### config.mk
export PLATFORM = sky130hd
export DESIGN_NAME = pts_lane
export DESIGN_NICKNAME = d
export VERILOG_FILES = /design/src/rtl/pts_pkg.sv /design/src/rtl/pts_lane.sv
export SDC_FILE = /design/constraint.sdc
export NUM_CORES = 1
export LEC_CHECK = 0
export BUFFER_PORTS_ARGS = -buffer_cell sky130_fd_sc_hd__buf_2
export CELL_PAD_IN_SITES_DETAIL_PLACEMENT = 0
export CELL_PAD_IN_SITES_GLOBAL_PLACEMENT = 2
export CORE_AREA = 3 3 59 61
export CTS_CLUSTER_DIAMETER = 120
export DETAILED_ROUTE_END_ITERATION = 12
export DIE_AREA = 0 0 62 64
export GPL_ROUTABILITY_DRIVEN = 0
export HOLD_SLACK_MARGIN = 0.15
export PLACE_DENSITY = 0.95
export SLEW_MARGIN = 20
export SYNTH_ARGS = -nofsm -noshare
export SYNTH_HDL_FRONTEND = slang
export SYNTH_SLANG_ARGS = --single-unit
### constraint.sdc
create_clock -name clk -period 0.8 [get_ports clk]
set_input_delay 0.08 -clock clk [delete_from_list [all_inputs] [get_ports clk]]
set_output_delay 0.08 -clock clk [all_outputs]
set_load 0.02 [all_outputs]
### src/rtl/pts_pkg.sv
// ----------------------------------------------------------------------------
// pts_pkg
// Shared types, constants and the lane tap table of the range scan block.
// ----------------------------------------------------------------------------
`timescale 1ns / 1ps
`default_nettype none

package pts_pkg;

  localparam int PTS_SAMPLE_BITS = 10;
  localparam int PTS_NUM_SENSORS = 8;
  localparam int PTS_NUM_SLOTS   = 27;
  localparam int PTS_SLOT_W      = 5;
  localparam int PTS_RANGE_W     = 16;
  localparam int PTS_INTEN_W     = 10;

  // Register map
  typedef enum logic [1:0] {
    PTS_REG_ENABLE      = 2'd0,
    PTS_REG_MIN_RANGE   = 2'd1,
    PTS_REG_MAX_RANGE   = 2'd2,
    PTS_REG_BODY_RADIUS = 2'd3
  } pts_reg_t;

  localparam logic                   PTS_RST_ENABLE = 1'b1;
  localparam logic [PTS_RANGE_W-1:0] PTS_RST_MIN    = 16'd328;
  localparam logic [PTS_RANGE_W-1:0] PTS_RST_MAX    = 16'd3277;
  localparam logic [PTS_RANGE_W-1:0] PTS_RST_RADIUS = 16'd1638;

  typedef struct packed {
    logic                   enable;
    logic [PTS_RANGE_W-1:0] range_lo;
    logic [PTS_RANGE_W-1:0] range_hi;
    logic [PTS_RANGE_W-1:0] body_radius;
  } pts_cfg_t;

  // Tags that travel with one result through the converter
  typedef struct packed {
    logic                  kind;
    logic [PTS_SLOT_W-1:0] slot;
    logic                  last;
  } pts_meta_t;

  // One lane: a*wa/den + b*wb/den (den 5 or 4), or sensor a taken as is
  typedef struct packed {
    logic [2:0] a;
    logic [2:0] wa;
    logic [2:0] b;
    logic [2:0] wb;
    logic       den5;
    logic       direct;
  } pts_tap_t;

  localparam pts_tap_t PTS_TAPS [PTS_NUM_SLOTS] = '{
    '{3'd0, 3'd1, 3'd0, 3'd0, 1'b0, 1'b1},
    '{3'd1, 3'd1, 3'd0, 3'd0, 1'b0, 1'b1},
    '{3'd2, 3'd1, 3'd0, 3'd0, 1'b0, 1'b1},
    '{3'd3, 3'd1, 3'd0, 3'd0, 1'b0, 1'b1},
    '{3'd4, 3'd1, 3'd0, 3'd0, 1'b0, 1'b1},
    '{3'd5, 3'd1, 3'd0, 3'd0, 1'b0, 1'b1},
    '{3'd6, 3'd1, 3'd0, 3'd0, 1'b0, 1'b1},
    '{3'd7, 3'd1, 3'd0, 3'd0, 1'b0, 1'b1},
    '{3'd2, 3'd5, 3'd1, 3'd0, 1'b1, 1'b0},
    '{3'd2, 3'd4, 3'd1, 3'd1, 1'b1, 1'b0},
    '{3'd2, 3'd3, 3'd1, 3'd2, 1'b1, 1'b0},
    '{3'd2, 3'd2, 3'd1, 3'd3, 1'b1, 1'b0},
    '{3'd2, 3'd1, 3'd1, 3'd4, 1'b1, 1'b0},
    '{3'd1, 3'd4, 3'd0, 3'd0, 1'b0, 1'b0},
    '{3'd1, 3'd3, 3'd0, 3'd1, 1'b0, 1'b0},
    '{3'd1, 3'd2, 3'd0, 3'd2, 1'b0, 1'b0},
    '{3'd1, 3'd1, 3'd0, 3'd3, 1'b0, 1'b0},
    '{3'd0, 3'd4, 3'd7, 3'd0, 1'b0, 1'b0},
    '{3'd7, 3'd1, 3'd0, 3'd3, 1'b0, 1'b0},
    '{3'd7, 3'd2, 3'd0, 3'd2, 1'b0, 1'b0},
    '{3'd7, 3'd3, 3'd0, 3'd1, 1'b0, 1'b0},
    '{3'd7, 3'd5, 3'd6, 3'd0, 1'b1, 1'b0},
    '{3'd7, 3'd4, 3'd6, 3'd1, 1'b1, 1'b0},
    '{3'd7, 3'd3, 3'd6, 3'd2, 1'b1, 1'b0},
    '{3'd7, 3'd2, 3'd6, 3'd3, 1'b1, 1'b0},
    '{3'd7, 3'd1, 3'd6, 3'd4, 1'b1, 1'b0},
    '{3'd6, 3'd5, 3'd7, 3'd0, 1'b1, 1'b0}
  };

endpackage

`default_nettype wire

### src/rtl/pts_lane.sv
// ----------------------------------------------------------------------------
// pts_lane
// One lane: raw value of one sensor or one interpolated ray, per frame.
// ----------------------------------------------------------------------------
`timescale 1ns / 1ps
`default_nettype none

module pts_lane
  import pts_pkg::*;
#(
  parameter int SAMPLE_BITS = PTS_SAMPLE_BITS,
  parameter int SLOT        = 0
) (
  input  wire logic                                          clk,
  input  wire logic                                          load,
  input  wire logic [PTS_NUM_SENSORS-1:0][SAMPLE_BITS-1:0]   samples,
  output logic      [SAMPLE_BITS-1:0]                        value_r
);

  localparam pts_tap_t TAP = PTS_TAPS[SLOT];
  localparam int XW = SAMPLE_BITS + 3;          // product of sample and weight
  localparam int K5 = XW + 3;                   // reciprocal shift for /5
  localparam longint unsigned M5 = ((64'd1 << K5) + 64'd4) / 64'd5;
  localparam int PW = XW + K5;

  logic [XW-1:0]          xa, xb;
  logic [PW-1:0]          pa, pb;
  logic [SAMPLE_BITS-1:0] fa, fb, value_nxt;

  // Weight each tap, then floor-divide by five or four
  always_comb begin
    xa = XW'(samples[TAP.a]) * XW'(TAP.wa);
    xb = XW'(samples[TAP.b]) * XW'(TAP.wb);
    pa = PW'(xa) * PW'(M5);
    pb = PW'(xb) * PW'(M5);
    if (TAP.den5) begin
      fa = SAMPLE_BITS'(pa >> K5);
      fb = SAMPLE_BITS'(pb >> K5);
    end else begin
      fa = SAMPLE_BITS'(xa >> 2);
      fb = SAMPLE_BITS'(xb >> 2);
    end
    value_nxt = TAP.direct ? samples[TAP.a] : fa + fb;
  end

  // Capture on the accepted beat
  always_ff @(posedge clk) begin
    if (load) begin
      value_r <= value_nxt;
    end
  end

endmodule

`default_nettype wire

* After elaboration in Yosys (flattened, before gate mapping)
Cells that the tools add are included.
** Storage, ports and cells
- Register bits :: 10
- Input port bits :: 82
- Output and inout port bits :: 10
- Logic and storage cells :: 1

* Logic depth before layout (Yosys ltp)
- Depth after elaboration :: 0
- Gate-level depth with buffers :: 0
- Depth with buffers taken out :: 0

* Least setup slack after synthesis
OpenSTA, ideal clock, no wires.
- Kind :: register to output
- From :: register value_r[0]
- To :: output value_r[0]
- Arrival time :: 0.449 ns
- Slack :: 0.271 ns
- Cell stages (with the launch flop) :: 1
- Buffers on the path :: 0
- Cell sequence :: edfxtp_1
** RTL lines
- start, declared :: line pts_lane.sv:17 : output logic [SAMPLE_BITS-1:0] value_r
- start signal, assigned :: line pts_lane.sv:49 : value_r <= value_nxt;
No word-level cell between the ends.

* Worst setup path after layout
- From :: register value_r[6]
- To :: output value_r[6]
No word-level cell between the ends.

==> results.toml <==
[run_status]
outcome = "complete, but fails checks"
violations = "negative setup slack"

[floorplan]
initial_utilization_pct = 9.92
fp.dieH_microns = 64
die_area_sq_um = 3970
num_rows = 20
io_pins = 92
core-area_sq_um = 3030
die_w_microns = 62

[placed_design]
io_buffer_count = 21
pre_cts_slack_ns = 0.179

[worst_hold_path]
holdCritPathClass = "primary input to register"

[finish]
num_antenna_cells = 0
multi_input_cells = 0
drive_gt1_share_pct = 54.5
largest_reg_flops = 10
reg_top3 = "value_r x10"
max_flop_register = "value_r"
nets = 128
multi_input_area_sq_um = 0
area_growth_pct = 109

[drt]
ant_nets = 0
wirelength_microns = 717
drc_errors = 0
drt-initial-drc-count = 2
vias = 230
routedWlPerCell_microns = 8.15
first_pass_iters = 2
viasPerCell = 2.61

[clocking]
cts_buffers = 3
root_buffer = "clkbuf_4"
cts_buffer_depth = 2
htree_levels = 1
clk_transition_reported_paths_ns = 0.06
clock_sinks = 10
cts_tree = "built"

[logic_synthesis]
synthesis.area_sq_um = 300
synth_seq_cells = 10
synth_top_area_share_pct = 100
yosys_warnings = 0
yosys.area.top_type = "edfxtp_1"
ys_seq_area_share_pct = 100
syn_nets = 92
synth.area.top_cells = "edfxtp_1 (100%)"
syn_inst = 10
avgSynthCellArea_sq_um = 30.0
yosysUniqueCellTypes = 1
synth.most_common_cell = "edfxtp_1"
ys.flop_type = "edfxtp_1"
synth_common_cells = "edfxtp_1 (10)"
synth_edf_count = 10
synthArstFlopShare_pct = 0

[timing]
hold_viol = 0
fmax_ghz = 1.16
tightest_slew_ns = 0.216
hold_ws_ns = 0.192
period_share_pct = 108
slew_violations = 0
worst_slack_ns = -0.0653
max_slew_margin_pct = 85.6
setup_viol = 10
fin_tns_setup_ns = -0.533
rsz0062_at_grt = "true"
final.min_clock_period_ns = 0.865

[grt]
top_usage_layer = "met2"
grt_util_met3_pct = 1.41
first_global_vias = 253
grtUsageTotal_pct = 3.66
grt_pass1_wl_microns = 972
antenna_found_initial = 0
grt_overflow = 0
grt_max_degree = 11
grt_use_met1_pct = 2.84
grt.met2_usage_pct = 5.70

[power_and_ir_drop]
p_per_area_nw_per_um2 = 1830
ir_drop_uv = 297
p_leak_nw = 0.251

[worst_setup_path]
path_buf_inv = 1
worstPathCellList = "buf_6"
critPathArrivalTime_ns = 0.79
critPathKind = "register to output pin"
slowest_delay_ns = 0.39
cp-start-kind = "register"
required_ns = 0.72
cp_max_fo = 1
critPathCaptureType = "output pin"
cp_top_family = "flip-flops"
cp_slowest_cell = "edfxtp_1"

[job]
cap_viol_max_count = 0
==> final timing paths <==
check	endpoint	start	slack [ns]	depth (start not counted)
max	value_r[6]	value_r[6]	-0.07	1
min	value_r[2]	load	0.19	1
==> area by class of cell <==
type | instances | area [sq um]
Sequential cell | 10 | 300
Clock buffer | 3 | 22.5
Tap cell | 44 | 55.1
Fill cell | 319 | 2400
Timing Repair Buffer | 31 | 249
==> metrics by stage <==
step / cell area [sq um] / total power [mW] / cells / utilization, %
after floorplan: 300 / 0.699 / 10 / -
after global placement: 460 / 0.767 / 75 / 15.2
after detailed placement: 460 / 0.771 / 75 / 15.2
after CTS: 589 / 1.14 / 88 / 19.5
after global routing: 627 / 1.21 / 88 / 20.7
final: 627 / 1.15 / 88 / 20.7
==> kinds of logic after synthesis <==
kind of cell / count (synthesis) / share of synthesized area, %
flops: 10 / 100
==> cells in the final DEF, fill, tap and decap left out <==
| master | count |
|---|---|
| edfxtp_1 | 10 |
| buf_6 | 7 |
| dlygate4sd3_1 | 10 |
| clkbuf_4 | 3 |
| buf_2 | 14 |
==> what timing repair did <==
action / 4_1_cts / 5_1_grt
hold endpoints to repair: 10 / 0
gates resized for setup: 2 / 12
setup buffers: 0 / 0
endpoints found under the setup margin: 10 / 10
hold buffers: 10 / 0
==> power by group <==
group | leakage, nW | internal (mW) | switching [mW]
combinational | 0.139 | 0.108 | 0.0878
clock | 0.0138 | 0.172 | 0.141
sequential | 0.0979 | 0.624 | 0.0154
==> per-layer routing <==
layer / routed length, microns / up-vias
li1: - / 108
met1: 218 / 106
met2: 395 / 14
met3: 77 / 2
met4: 25 / 0
met5: 0 / -
No activity file was read; power rests on OpenSTA's default activity.
