==> src/rtl/pts_pkg.sv <==
// ----------------------------------------------------------------------------
// pts_pkg
// Shared types, constants and the lane tap table of the range scan block.
// ----------------------------------------------------------------------------
`timescale 1ns / 1ps
`default_nettype none

package pts_pkg;

  localparam int PTS_SAMPLE_BITS = 10;
  localparam int PTS_NUM_SENSORS = 8;
  localparam int PTS_NUM_SLOTS   = 27;
  localparam int PTS_SLOT_W      = 5;
  localparam int PTS_RANGE_W     = 16;
  localparam int PTS_INTEN_W     = 10;

  // Register map
  typedef enum logic [1:0] {
    PTS_REG_ENABLE      = 2'd0,
    PTS_REG_MIN_RANGE   = 2'd1,
    PTS_REG_MAX_RANGE   = 2'd2,
    PTS_REG_BODY_RADIUS = 2'd3
  } pts_reg_t;

  localparam logic                   PTS_RST_ENABLE = 1'b1;
  localparam logic [PTS_RANGE_W-1:0] PTS_RST_MIN    = 16'd328;
  localparam logic [PTS_RANGE_W-1:0] PTS_RST_MAX    = 16'd3277;
  localparam logic [PTS_RANGE_W-1:0] PTS_RST_RADIUS = 16'd1638;

  typedef struct packed {
    logic                   enable;
    logic [PTS_RANGE_W-1:0] range_lo;
    logic [PTS_RANGE_W-1:0] range_hi;
    logic [PTS_RANGE_W-1:0] body_radius;
  } pts_cfg_t;

  // Tags that travel with one result through the converter
  typedef struct packed {
    logic                  kind;
    logic [PTS_SLOT_W-1:0] slot;
    logic                  last;
  } pts_meta_t;

  // One lane: a*wa/den + b*wb/den (den 5 or 4), or sensor a taken as is
  typedef struct packed {
    logic [2:0] a;
    logic [2:0] wa;
    logic [2:0] b;
    logic [2:0] wb;
    logic       den5;
    logic       direct;
  } pts_tap_t;

  localparam pts_tap_t PTS_TAPS [PTS_NUM_SLOTS] = '{
    '{3'd0, 3'd1, 3'd0, 3'd0, 1'b0, 1'b1},
    '{3'd1, 3'd1, 3'd0, 3'd0, 1'b0, 1'b1},
    '{3'd2, 3'd1, 3'd0, 3'd0, 1'b0, 1'b1},
    '{3'd3, 3'd1, 3'd0, 3'd0, 1'b0, 1'b1},
    '{3'd4, 3'd1, 3'd0, 3'd0, 1'b0, 1'b1},
    '{3'd5, 3'd1, 3'd0, 3'd0, 1'b0, 1'b1},
    '{3'd6, 3'd1, 3'd0, 3'd0, 1'b0, 1'b1},
    '{3'd7, 3'd1, 3'd0, 3'd0, 1'b0, 1'b1},
    '{3'd2, 3'd5, 3'd1, 3'd0, 1'b1, 1'b0},
    '{3'd2, 3'd4, 3'd1, 3'd1, 1'b1, 1'b0},
    '{3'd2, 3'd3, 3'd1, 3'd2, 1'b1, 1'b0},
    '{3'd2, 3'd2, 3'd1, 3'd3, 1'b1, 1'b0},
    '{3'd2, 3'd1, 3'd1, 3'd4, 1'b1, 1'b0},
    '{3'd1, 3'd4, 3'd0, 3'd0, 1'b0, 1'b0},
    '{3'd1, 3'd3, 3'd0, 3'd1, 1'b0, 1'b0},
    '{3'd1, 3'd2, 3'd0, 3'd2, 1'b0, 1'b0},
    '{3'd1, 3'd1, 3'd0, 3'd3, 1'b0, 1'b0},
    '{3'd0, 3'd4, 3'd7, 3'd0, 1'b0, 1'b0},
    '{3'd7, 3'd1, 3'd0, 3'd3, 1'b0, 1'b0},
    '{3'd7, 3'd2, 3'd0, 3'd2, 1'b0, 1'b0},
    '{3'd7, 3'd3, 3'd0, 3'd1, 1'b0, 1'b0},
    '{3'd7, 3'd5, 3'd6, 3'd0, 1'b1, 1'b0},
    '{3'd7, 3'd4, 3'd6, 3'd1, 1'b1, 1'b0},
    '{3'd7, 3'd3, 3'd6, 3'd2, 1'b1, 1'b0},
    '{3'd7, 3'd2, 3'd6, 3'd3, 1'b1, 1'b0},
    '{3'd7, 3'd1, 3'd6, 3'd4, 1'b1, 1'b0},
    '{3'd6, 3'd5, 3'd7, 3'd0, 1'b1, 1'b0}
  };

endpackage

`default_nettype wire

==> src/rtl/pts_conv.sv <==
// ----------------------------------------------------------------------------
// pts_conv
// Pipelined raw-to-range converter: bit-per-stage root search, linear segment,
// radius add and clamp. Takes one value per cycle.
// ----------------------------------------------------------------------------
`timescale 1ns / 1ps
`default_nettype none

module pts_conv
  import pts_pkg::*;
#(
  parameter int SAMPLE_BITS = PTS_SAMPLE_BITS
) (
  input  wire logic                     clk,
  input  wire logic                     rst_n,
  input  wire pts_cfg_t                 cfg,
  input  wire logic                     iss_valid,
  input  wire pts_meta_t                iss_meta,
  input  wire logic [SAMPLE_BITS-1:0]   iss_value,
  output logic                          res_valid_r,
  output pts_meta_t                     res_meta_r,
  output logic [PTS_RANGE_W-1:0]        res_distance_r,
  output logic [PTS_INTEN_W-1:0]        res_intensity_r
);

  localparam int VX     = (SAMPLE_BITS > 13) ? SAMPLE_BITS : 13;
  localparam int ROOT_W = 21;
  localparam int NSTG   = ROOT_W;
  localparam logic [40:0] SQ_LIMIT   = 41'd1391569403904;  // (0.18*65536*100)^2
  localparam logic [21:0] RND_OFS    = 22'd32818;
  localparam logic [21:0] RECIP_100  = 22'd2684355;        // ceil(2^28/100)
  localparam logic [33:0] LIN_C      = 34'd4888197650;
  localparam logic [33:0] LIN_SLOPE  = 34'd786432;
  localparam logic [30:0] RECIP_LIN  = 31'd1125899907;     // ceil(2^44/15625)

  typedef struct packed {
    pts_meta_t              meta;
    logic                   zero;
    logic                   lin;
    logic                   sat;
    logic [12:0]            vlin;
    logic [PTS_INTEN_W-1:0] inten;
  } pipe_t;

  logic [VX-1:0] vx;
  pipe_t         ent_nxt;
  logic [9:0]    vs_nxt;

  logic              vld_r  [NSTG+1];
  pipe_t             pipe_r [NSTG+1];
  logic [ROOT_W-1:0] root_r [NSTG+1];
  logic [40:0]       sq_r   [NSTG+1];
  logic [30:0]       vr_r   [NSTG+1];
  logic [9:0]        vs_r   [NSTG+1];

  // Classify the value and pick the branch inputs
  always_comb begin
    vx            = VX'(iss_value);
    ent_nxt.meta  = iss_meta;
    ent_nxt.zero  = (vx == '0);
    ent_nxt.lin   = (vx > VX'(950));
    ent_nxt.sat   = (vx > VX'(6215));
    ent_nxt.vlin  = ent_nxt.sat ? 13'd6215 : vx[12:0];
    ent_nxt.inten = iss_meta.kind ? vx[9:0] : '0;
    vs_nxt        = ent_nxt.lin ? 10'd950 : vx[9:0];
  end

  always_ff @(posedge clk) begin
    if (!rst_n) begin
      vld_r[0] <= 1'b0;
    end else begin
      vld_r[0] <= iss_valid;
    end
  end

  always_ff @(posedge clk) begin
    pipe_r[0] <= ent_nxt;
    vs_r[0]   <= vs_nxt;
    root_r[0] <= '0;
    sq_r[0]   <= '0;
    vr_r[0]   <= '0;
  end

  // Root search: largest r with v*r*r <= limit, one bit per stage
  for (genvar g = 0; g < NSTG; g++) begin : g_root
    localparam int B = NSTG - 1 - g;
    logic [53:0] trial;
    logic        fit;

    always_comb begin
      trial = 54'(sq_r[g]) + (54'(vr_r[g]) << (B + 1)) + (54'(vs_r[g]) << (2 * B));
      fit   = (trial <= 54'(SQ_LIMIT));
    end

    always_ff @(posedge clk) begin
      if (!rst_n) begin
        vld_r[g+1] <= 1'b0;
      end else begin
        vld_r[g+1] <= vld_r[g];
      end
    end

    always_ff @(posedge clk) begin
      pipe_r[g+1] <= pipe_r[g];
      vs_r[g+1]   <= vs_r[g];
      if (fit) begin
        root_r[g+1] <= root_r[g] | (ROOT_W'(1) << B);
        sq_r[g+1]   <= trial[40:0];
        vr_r[g+1]   <= vr_r[g] + (31'(vs_r[g]) << B);
      end else begin
        root_r[g+1] <= root_r[g];
        sq_r[g+1]   <= sq_r[g];
        vr_r[g+1]   <= vr_r[g];
      end
    end
  end

  // Stage A: round-and-scale product, linear numerator
  logic        a_vld_r;
  pipe_t       a_pipe_r;
  logic [43:0] a_prod_r;
  logic [29:0] a_linm_r;
  logic [21:0] a_sum;
  logic [33:0] a_diff;

  always_comb begin
    a_sum  = 22'(root_r[NSTG]) + RND_OFS;
    a_diff = LIN_C - 34'(pipe_r[NSTG].vlin) * LIN_SLOPE;
  end

  always_ff @(posedge clk) begin
    if (!rst_n) begin
      a_vld_r <= 1'b0;
    end else begin
      a_vld_r <= vld_r[NSTG];
    end
  end

  always_ff @(posedge clk) begin
    a_pipe_r <= pipe_r[NSTG];
    a_prod_r <= 44'(a_sum) * 44'(RECIP_100);
    a_linm_r <= a_diff[31:2];
  end

  // Stage B: finish divide by 100, linear reciprocal product
  logic        b_vld_r;
  pipe_t       b_pipe_r;
  logic [13:0] b_sqd_r;
  logic [60:0] b_linp_r;

  always_ff @(posedge clk) begin
    if (!rst_n) begin
      b_vld_r <= 1'b0;
    end else begin
      b_vld_r <= a_vld_r;
    end
  end

  always_ff @(posedge clk) begin
    b_pipe_r <= a_pipe_r;
    b_sqd_r  <= a_prod_r[41:28];
    b_linp_r <= 61'(a_linm_r) * 61'(RECIP_LIN);
  end

  // Stage C: select branch, add radius, clamp
  logic [16:0]        lin_q;
  logic signed [18:0] conv;
  logic [16:0]        rad, lo, hi;
  logic signed [19:0] d;
  logic [PTS_RANGE_W-1:0] dist_nxt;

  always_comb begin
    lin_q = b_linp_r[60:44];
    if (b_pipe_r.sat) begin
      conv = -19'sd65536;
    end else if (b_pipe_r.lin) begin
      conv = $signed({2'b00, lin_q}) - 19'sd65536;
    end else begin
      conv = $signed({5'b00000, b_sqd_r});
    end
    rad = b_pipe_r.meta.kind ? {1'b0, cfg.body_radius} : 17'd0;
    lo  = {1'b0, cfg.range_lo} + rad;
    hi  = {1'b0, cfg.range_hi} + rad;
    if (b_pipe_r.zero) begin
      d = $signed({3'b000, hi});
    end else begin
      d = 20'(conv) + $signed({3'b000, rad});
    end
    if (d > $signed({3'b000, hi})) begin
      d = $signed({3'b000, hi});
    end
    if (d < $signed({3'b000, lo})) begin
      d = $signed({3'b000, lo});
    end
    if (d < 20'sd0) begin
      d = 20'sd0;
    end
    if (d > 20'sd65535) begin
      d = 20'sd65535;
    end
    dist_nxt = d[15:0];
  end

  always_ff @(posedge clk) begin
    if (!rst_n) begin
      res_valid_r <= 1'b0;
    end else begin
      res_valid_r <= b_vld_r;
    end
  end

  always_ff @(posedge clk) begin
    res_meta_r      <= b_pipe_r.meta;
    res_distance_r  <= dist_nxt;
    res_intensity_r <= b_pipe_r.inten;
  end

endmodule

`default_nettype wire

==> config.mk <==
export PLATFORM = sky130hd
export DESIGN_NAME = pts_conv
export DESIGN_NICKNAME = d
export VERILOG_FILES = /design/src/rtl/pts_pkg.sv /design/src/rtl/pts_conv.sv
export SDC_FILE = /design/constraint.sdc
export NUM_CORES = 2
export LEC_CHECK = 0
export BUFFER_PORTS_ARGS = -buffer_cell sky130_fd_sc_hd__buf_2
export CAP_MARGIN = 15
export CORE_MARGIN = 3
export CORE_UTILIZATION = 30
export CTS_BUF_LIST = sky130_fd_sc_hd__clkbuf_8
export DETAILED_ROUTE_END_ITERATION = 10
export PLACE_DENSITY = 0.55
export SLEW_MARGIN = 0
export SYNTH_ARGS = -nofsm -noshare
export SYNTH_HDL_FRONTEND = slang
export SYNTH_SLANG_ARGS = --single-unit
==> constraint.sdc <==
create_clock -name clk -period 10.2 [get_ports clk]
set_input_delay 2.04 -clock clk [delete_from_list [all_inputs] [get_ports clk]]
set_output_delay 2.04 -clock clk [all_outputs]
set_load 0.005 [all_outputs]
### Word-level counts from Yosys, hierarchy flattened

Memory sizes are Yosys's and may differ from the RTL's. A register that Yosys moved wholly into a read port is not among the register bits.
Cells that the tools add are included.
W data, S select, Z words.

* add/sub/neg operators: 69
* $mul: 3
* order comparisons: 26
* multiplexer cells: 159
* bitwise operators: 85
* reduce and logical (&&, ||, !) cells: 2

Operators with widths (count)
* $mux W41: 21
* $mux W31: 21
* $mux W21: 21
* $le A43 B41 Y1 const B: 10
* $mux W1: 87
* $or A1 B1 Y1: 85
* $mux W20: 4
* $mul A30 B31 Y61 const B: 1
* $add A53 B50 Y54: 1
* $le A54 B41 Y1 const B: 1
* $add A41 B52 Y53: 1
* $add A52 B48 Y53: 1
* $le A53 B41 Y1 const B: 1
* $add A41 B51 Y52: 1
* $add A51 B46 Y52: 1
* $le A52 B41 Y1 const B: 1
* $add A41 B50 Y51: 1
* $add A50 B44 Y51: 1
* $le A51 B41 Y1 const B: 1
* $add A41 B49 Y50: 1
* $add A49 B42 Y50: 1
* $le A50 B41 Y1 const B: 1
* $add A41 B48 Y49: 1
* $add A48 B40 Y49: 1
* other kinds (75): 78

* flip-flop bits (word level): 222
* RAM bits: 3014
* input port bits: 69
* output and inout port bits: 34
* memories: 6

Memories
* sq_r: depth 22, bits a word 41, rd ports 21, clocked after Yosys merged registers in 0, wr ports 22, RTL line pts_conv.sv:52 `logic [40:0] sq_r [NSTG+1];`
* pipe_r: depth 22, bits a word 33, rd ports 22, clocked after Yosys merged registers in 0, wr ports 22, RTL line pts_conv.sv:50 `pipe_t pipe_r [NSTG+1];`
* vr_r: depth 22, bits a word 31, rd ports 21, clocked after Yosys merged registers in 0, wr ports 22, RTL line pts_conv.sv:53 `logic [30:0] vr_r [NSTG+1];`
* root_r: depth 22, bits a word 21, rd ports 22, clocked after Yosys merged registers in 0, wr ports 22, RTL line pts_conv.sv:51 `logic [ROOT_W-1:0] root_r [NSTG+1];`
* vs_r: depth 22, bits a word 10, rd ports 21, clocked after Yosys merged registers in 0, wr ports 22, RTL line pts_conv.sv:54 `logic [9:0] vs_r [NSTG+1];`
* vld_r: depth 22, bits a word 1, rd ports 22, clocked after Yosys merged registers in 1, wr ports 22, RTL line pts_conv.sv:49 `logic vld_r [NSTG+1];`

### Depth between registers and ports, before layout

* depth in word-level cells: 12
* gate-level depth with buffers: 46

### Least setup slack after synthesis

OpenSTA, ideal clock, no wires.

* path type: in2reg
* start point: input port cfg[0] (netlist name)
* end point: register res_distance_r[15]
* arrival: 9.153 ns
* required time: 10.069 ns
* path slack: 0.915 ns
* stages on the path: 39
* path through: and2_1 > ha_1 > maj3_1 > a22oi_1 > maj3_1 > o21ai_0 > a211oi_1 > o211ai_1 > and2_1 > o211ai_1 > a31oi_1 > a21o_1 > a21oi_1 > xor2_1 > o21ai_0 > ha_1 > o21ai_0 > nand2b_1 > [... 3 more ...] > o21ai_0 > o221ai_1 > nor2_1 > clkbuf_1 > mux2_2 > ha_1 > a21o_1 > a21o_1 > a221oi_1 > o21ai_0 > maj3_1 > a21oi_1 > ha_1 > inv_1 > or4_1 > o311ai_2 > buf_6 > o211ai_1

* cells in the longest elaborated chain, start to end: 10

RTL lines
* start: declaration: RTL line pts_conv.sv:16 `input wire pts_cfg_t cfg,`
* $mux W16 *: RTL line pts_conv.sv:181 `rad = b_pipe_r.meta.kind ? {1'b0, cfg.body_radius} : 17'd0;`
* $add A19 B17 Y20 / $add A16 B16 Y17 (equally long branches): RTL line pts_conv.sv:187, pts_conv.sv:183
* $mux W20: RTL line pts_conv.sv:184 `if (b_pipe_r.zero) begin`
* $gt A20 B18 Y1: RTL line pts_conv.sv:189 `if (d > $signed({3'b000, hi})) begin`
* $mux W20: RTL line pts_conv.sv:189
* $lt A20 B18 Y1: RTL line pts_conv.sv:192 `if (d < $signed({3'b000, lo})) begin`
* $mux W20 *: RTL line pts_conv.sv:192
* $lt A20 B1 Y1: RTL line pts_conv.sv:195 `if (d < 20'sd0) begin`
* $mux W20 *: RTL line pts_conv.sv:195
* $gt A20 B17 Y1: RTL line pts_conv.sv:198 `if (d > 20'sd65535) begin`
* end signal: assignment: RTL line pts_conv.sv:214 `res_distance_r <= dist_nxt;`
* end: declaration: RTL line pts_conv.sv:22 `output logic [PTS_RANGE_W-1:0] res_distance_r,`

Every way passes the cells marked *; elsewhere a longest branch is shown, timed or not.
A chain may end at the register's enable or synchronous reset.

### Worst setup path after layout

* start point: input port cfg[0] (netlist name)
* end point: register res_distance_r[8]

The elaborated chain is that of the path after synthesis.

==> impl_metrics.tcl <==
set metrics [dict create \
    r2r_start "a_linm_r[16]" \
    layout_worst_path_cycle_share_pct 90.9 \
    core_area_um2 338000 \
    cts.clk_slew.worst_paths_ps 80 \
    yosys_warnings 0 \
    drt_wl_total_um 207000 \
    ios 103 \
    setup_viol 0 \
    mappedNetlistArea_um2 102000 \
    synth_edf_count 0 \
    grt_max_degree 77 \
    overflow 0 \
    clk_latency_ps 1010 \
    cts_buffer_depth 4 \
    placedCellCount 14252 \
    worst_pin_slew_ps 1110 \
    slew-limit-headroom_pct 25.7 \
    tns_ps 0 \
    final_cell_mix "2023 x dfxtp_1, 1294 x ha_1, 934 x inv_1" \
    worstPathArrival_ps 10140 \
    die_w_um 590 \
    ff2ff_setup_slack_ps 1320 \
    finalCriticalPeriod_ps 9270 \
    rr_worst_depth 25 \
    antenna_found_initial 12 \
    setup_ws_ps 933 \
    fin_skew_ps 128 \
    synth.yosys.seq_area_share_pct 39.6 \
    numCtsBuffers 347 \
    grt_setup_unrepaired "false" \
    place_ws_ps -43.9 \
    fin_cells 14885 \
    initial_core_util_pct 30.3 \
    clock_sinks 2023 \
    slowest_delay_ps 540 \
    routed_via_density 4.52 \
    fill_cells 34060 \
    rows 213 \
    vias 67243 \
    dieArea_um2 348000 \
    die_y_um 590 \
    root_buffer "clkbuf_8" \
    hold_buffers 0 \
    drv_cap 0 \
    drt_iter0_markers 2635 \
    required_ps 11070 \
    max_freq_mhz 108 \
    postCtsSetupBuffers 0 \
    holdPathEnd "root_r[2][121]" \
    finalHoldViolCount 0 \
    ant_nets 0 \
    netlist_instances 9728 \
    synthArstFlopShare_pct 0 \
    worst_path_max_delay_cell "or4_1" \
    critPathLaunchType "input pin" \
    layout-drive-gt1-share_pct 10.8 \
    hold_start "root_r[2][100]" \
    nets 11924 \
    avgSynthCellArea_um2 10.5 \
    dp_hpwl_um 160000 \
    synth-main-ff-cell "dfxtp_1" \
    h-tree-depth 5 \
    multi_input_area_um2 58000 \
    r2r-end "b_linp_r[60]" \
    wl_per_cell_um 13.9 \
    path_class "in2reg" \
    path_common_cell "o21ai_0" \
    crit_start "cfg[0]" \
    cts.repair.resized 0 \
    end_kind "flop" \
    ys_types 103 \
    numPortBuffers 101 \
    seq_area_um2 40500 \
    grt_pass1_wl_um 345000 \
    hold_ws_ps 270 \
    maxSlewViolCount 0 \
    hold_class "reg2reg" \
    final_common_cell "dfxtp_1" \
    post-route-drc-count 0 \
    grt_use_total_pct 11.7 \
    crit_fanout 15 \
    area_delta_synth_final_pct 13.6 \
    dr.pass1.iters 5 \
    hold_depth 0 \
    grt_pass1_vias 69162 \
    gp_congestion 0.827 \
    cts_tree "yes" \
    synth_seq_cells 2023 \
    status "finished, final reports clean" \
]
registers in the layout, summed over array words and instances (netlist names):
register / count
a_linm_r: 14
a_pipe_r: 19
a_prod_r: 14
a_vld_r: 1
b_linp_r: 17
b_pipe_r: 19
b_sqd_r: 14
b_vld_r: 1
pipe_r: 638
res_distance_r: 16
res_intensity_r: 10
res_meta_r: 7
res_valid_r: 1
root_r: 231
sq_r: 399
vld_r: 22
vr_r: 390
vs_r: 210
layer usage:
metal  wire length (µm)  share of wire, %  up-vias  global-route usage, %
met5                  0                 0        -                      0
met4               5400               2.6        0                   3.54
li1                   -                 -    34662                      -
met1              99000                48    31290                   15.4
met2              93900                45      942                   19.5
met3               8800               4.2      349                   2.27
worst max path at each step:
stage / cells past startpoint / endpoint / slack (ps)
after floorplan: 39 / res_distance_r[15] / 920
after global placement: 42 / res_distance_r[2] / -60
after detailed placement: 42 / res_distance_r[2] / -40
after CTS: 42 / res_distance_r[8] / 1140
after global routing: 42 / res_distance_r[9] / 310
final: 42 / res_distance_r[8] / 930
stage by stage:
step	util, %	instance area [µm²]
global route	34.4	116000
global placement	32.1	109000
finish	34.4	116000
CTS	34.4	116000
floorplan	-	102000
detailed placement	32.1	109000
kinds of logic after synthesis:
group | after synthesis | share of synthesized area (%)
simple gates | 1989 | 9.97
fa+ha+maj | 1777 | 25.2
buf+inv | 1045 | 3.88
flops | 2023 | 39.6
other cells | 1 | 0.00366
xor+xnor | 706 | 6.04
compound gates | 1862 | 11.8
mux | 325 | 3.53
cells in the mapped netlist, types with 14 or more instances:
| cell | number | share of area [%] |
|---|---|---|
| a2111oi_0 | 23 | 0.20 |
| a211o_1 | 20 | 0.17 |
| a211oi_1 | 59 | 0.43 |
| a21boi_0 | 19 | 0.14 |
| a21o_1 | 222 | 1.6 |
| a21oi_1 | 476 | 2.3 |
| a311oi_1 | 14 | 0.12 |
| a31o_2 | 17 | 0.15 |
| a31oi_1 | 54 | 0.33 |
| and2_1 | 119 | 0.73 |
| and3_1 | 96 | 0.59 |
| and4_1 | 17 | 0.15 |
| buf_1 | 15 | 0.055 |
| buf_2 | 23 | 0.11 |
| clkbuf_1 | 153 | 0.56 |
| dfxtp_1 | 2023 | 40 |
| fa_1 | 474 | 9.3 |
| ha_1 | 1294 | 16 |
| inv_1 | 848 | 3.1 |
| mux2_2 | 284 | 3.1 |
| mux2i_1 | 39 | 0.38 |
| nand2_1 | 461 | 1.7 |
| nand2b_1 | 80 | 0.49 |
| nand3_1 | 158 | 0.77 |
| nand3b_1 | 18 | 0.13 |
| nand4_1 | 98 | 0.60 |
| nor2_1 | 391 | 1.4 |
| nor2b_1 | 93 | 0.57 |
| nor3_1 | 165 | 0.81 |
| nor3b_1 | 35 | 0.26 |
| nor4_1 | 95 | 0.58 |
| nor4b_1 | 27 | 0.23 |
| o2111ai_1 | 18 | 0.15 |
| o211ai_1 | 41 | 0.30 |
| o21a_1 | 79 | 0.58 |
| o21ai_0 | 444 | 2.2 |
| o21bai_1 | 123 | 0.90 |
| o22ai_1 | 19 | 0.12 |
| o31a_1 | 16 | 0.14 |
| o31ai_1 | 48 | 0.35 |
| or2_2 | 39 | 0.24 |
| or3_1 | 37 | 0.23 |
| or4_1 | 28 | 0.21 |
| xnor2_1 | 426 | 3.6 |
| xor2_1 | 280 | 2.4 |
critical path, delay by kind of cell:
family,cells,cell delay (ps)
buf+inv,5,810
mux,1,350
fa+ha+maj,6,1680
xor+xnor,1,190
simple gates,8,1620
compound gates,21,3430
cell type report:
cell class	instances	area share [%]
repair buffers	196	1.05
clock inverters	178	1.27
clock buffers	448	5.30
multi-input cells	6669	49.9
inverters	850	2.74
diodes	6	0.0129
well taps	4515	4.86
flip-flops and latches	2023	34.8
Power is left out: the tool's default activity adds up to more than one toggle a clock period on the data nets, which glitch-free logic cannot reach.
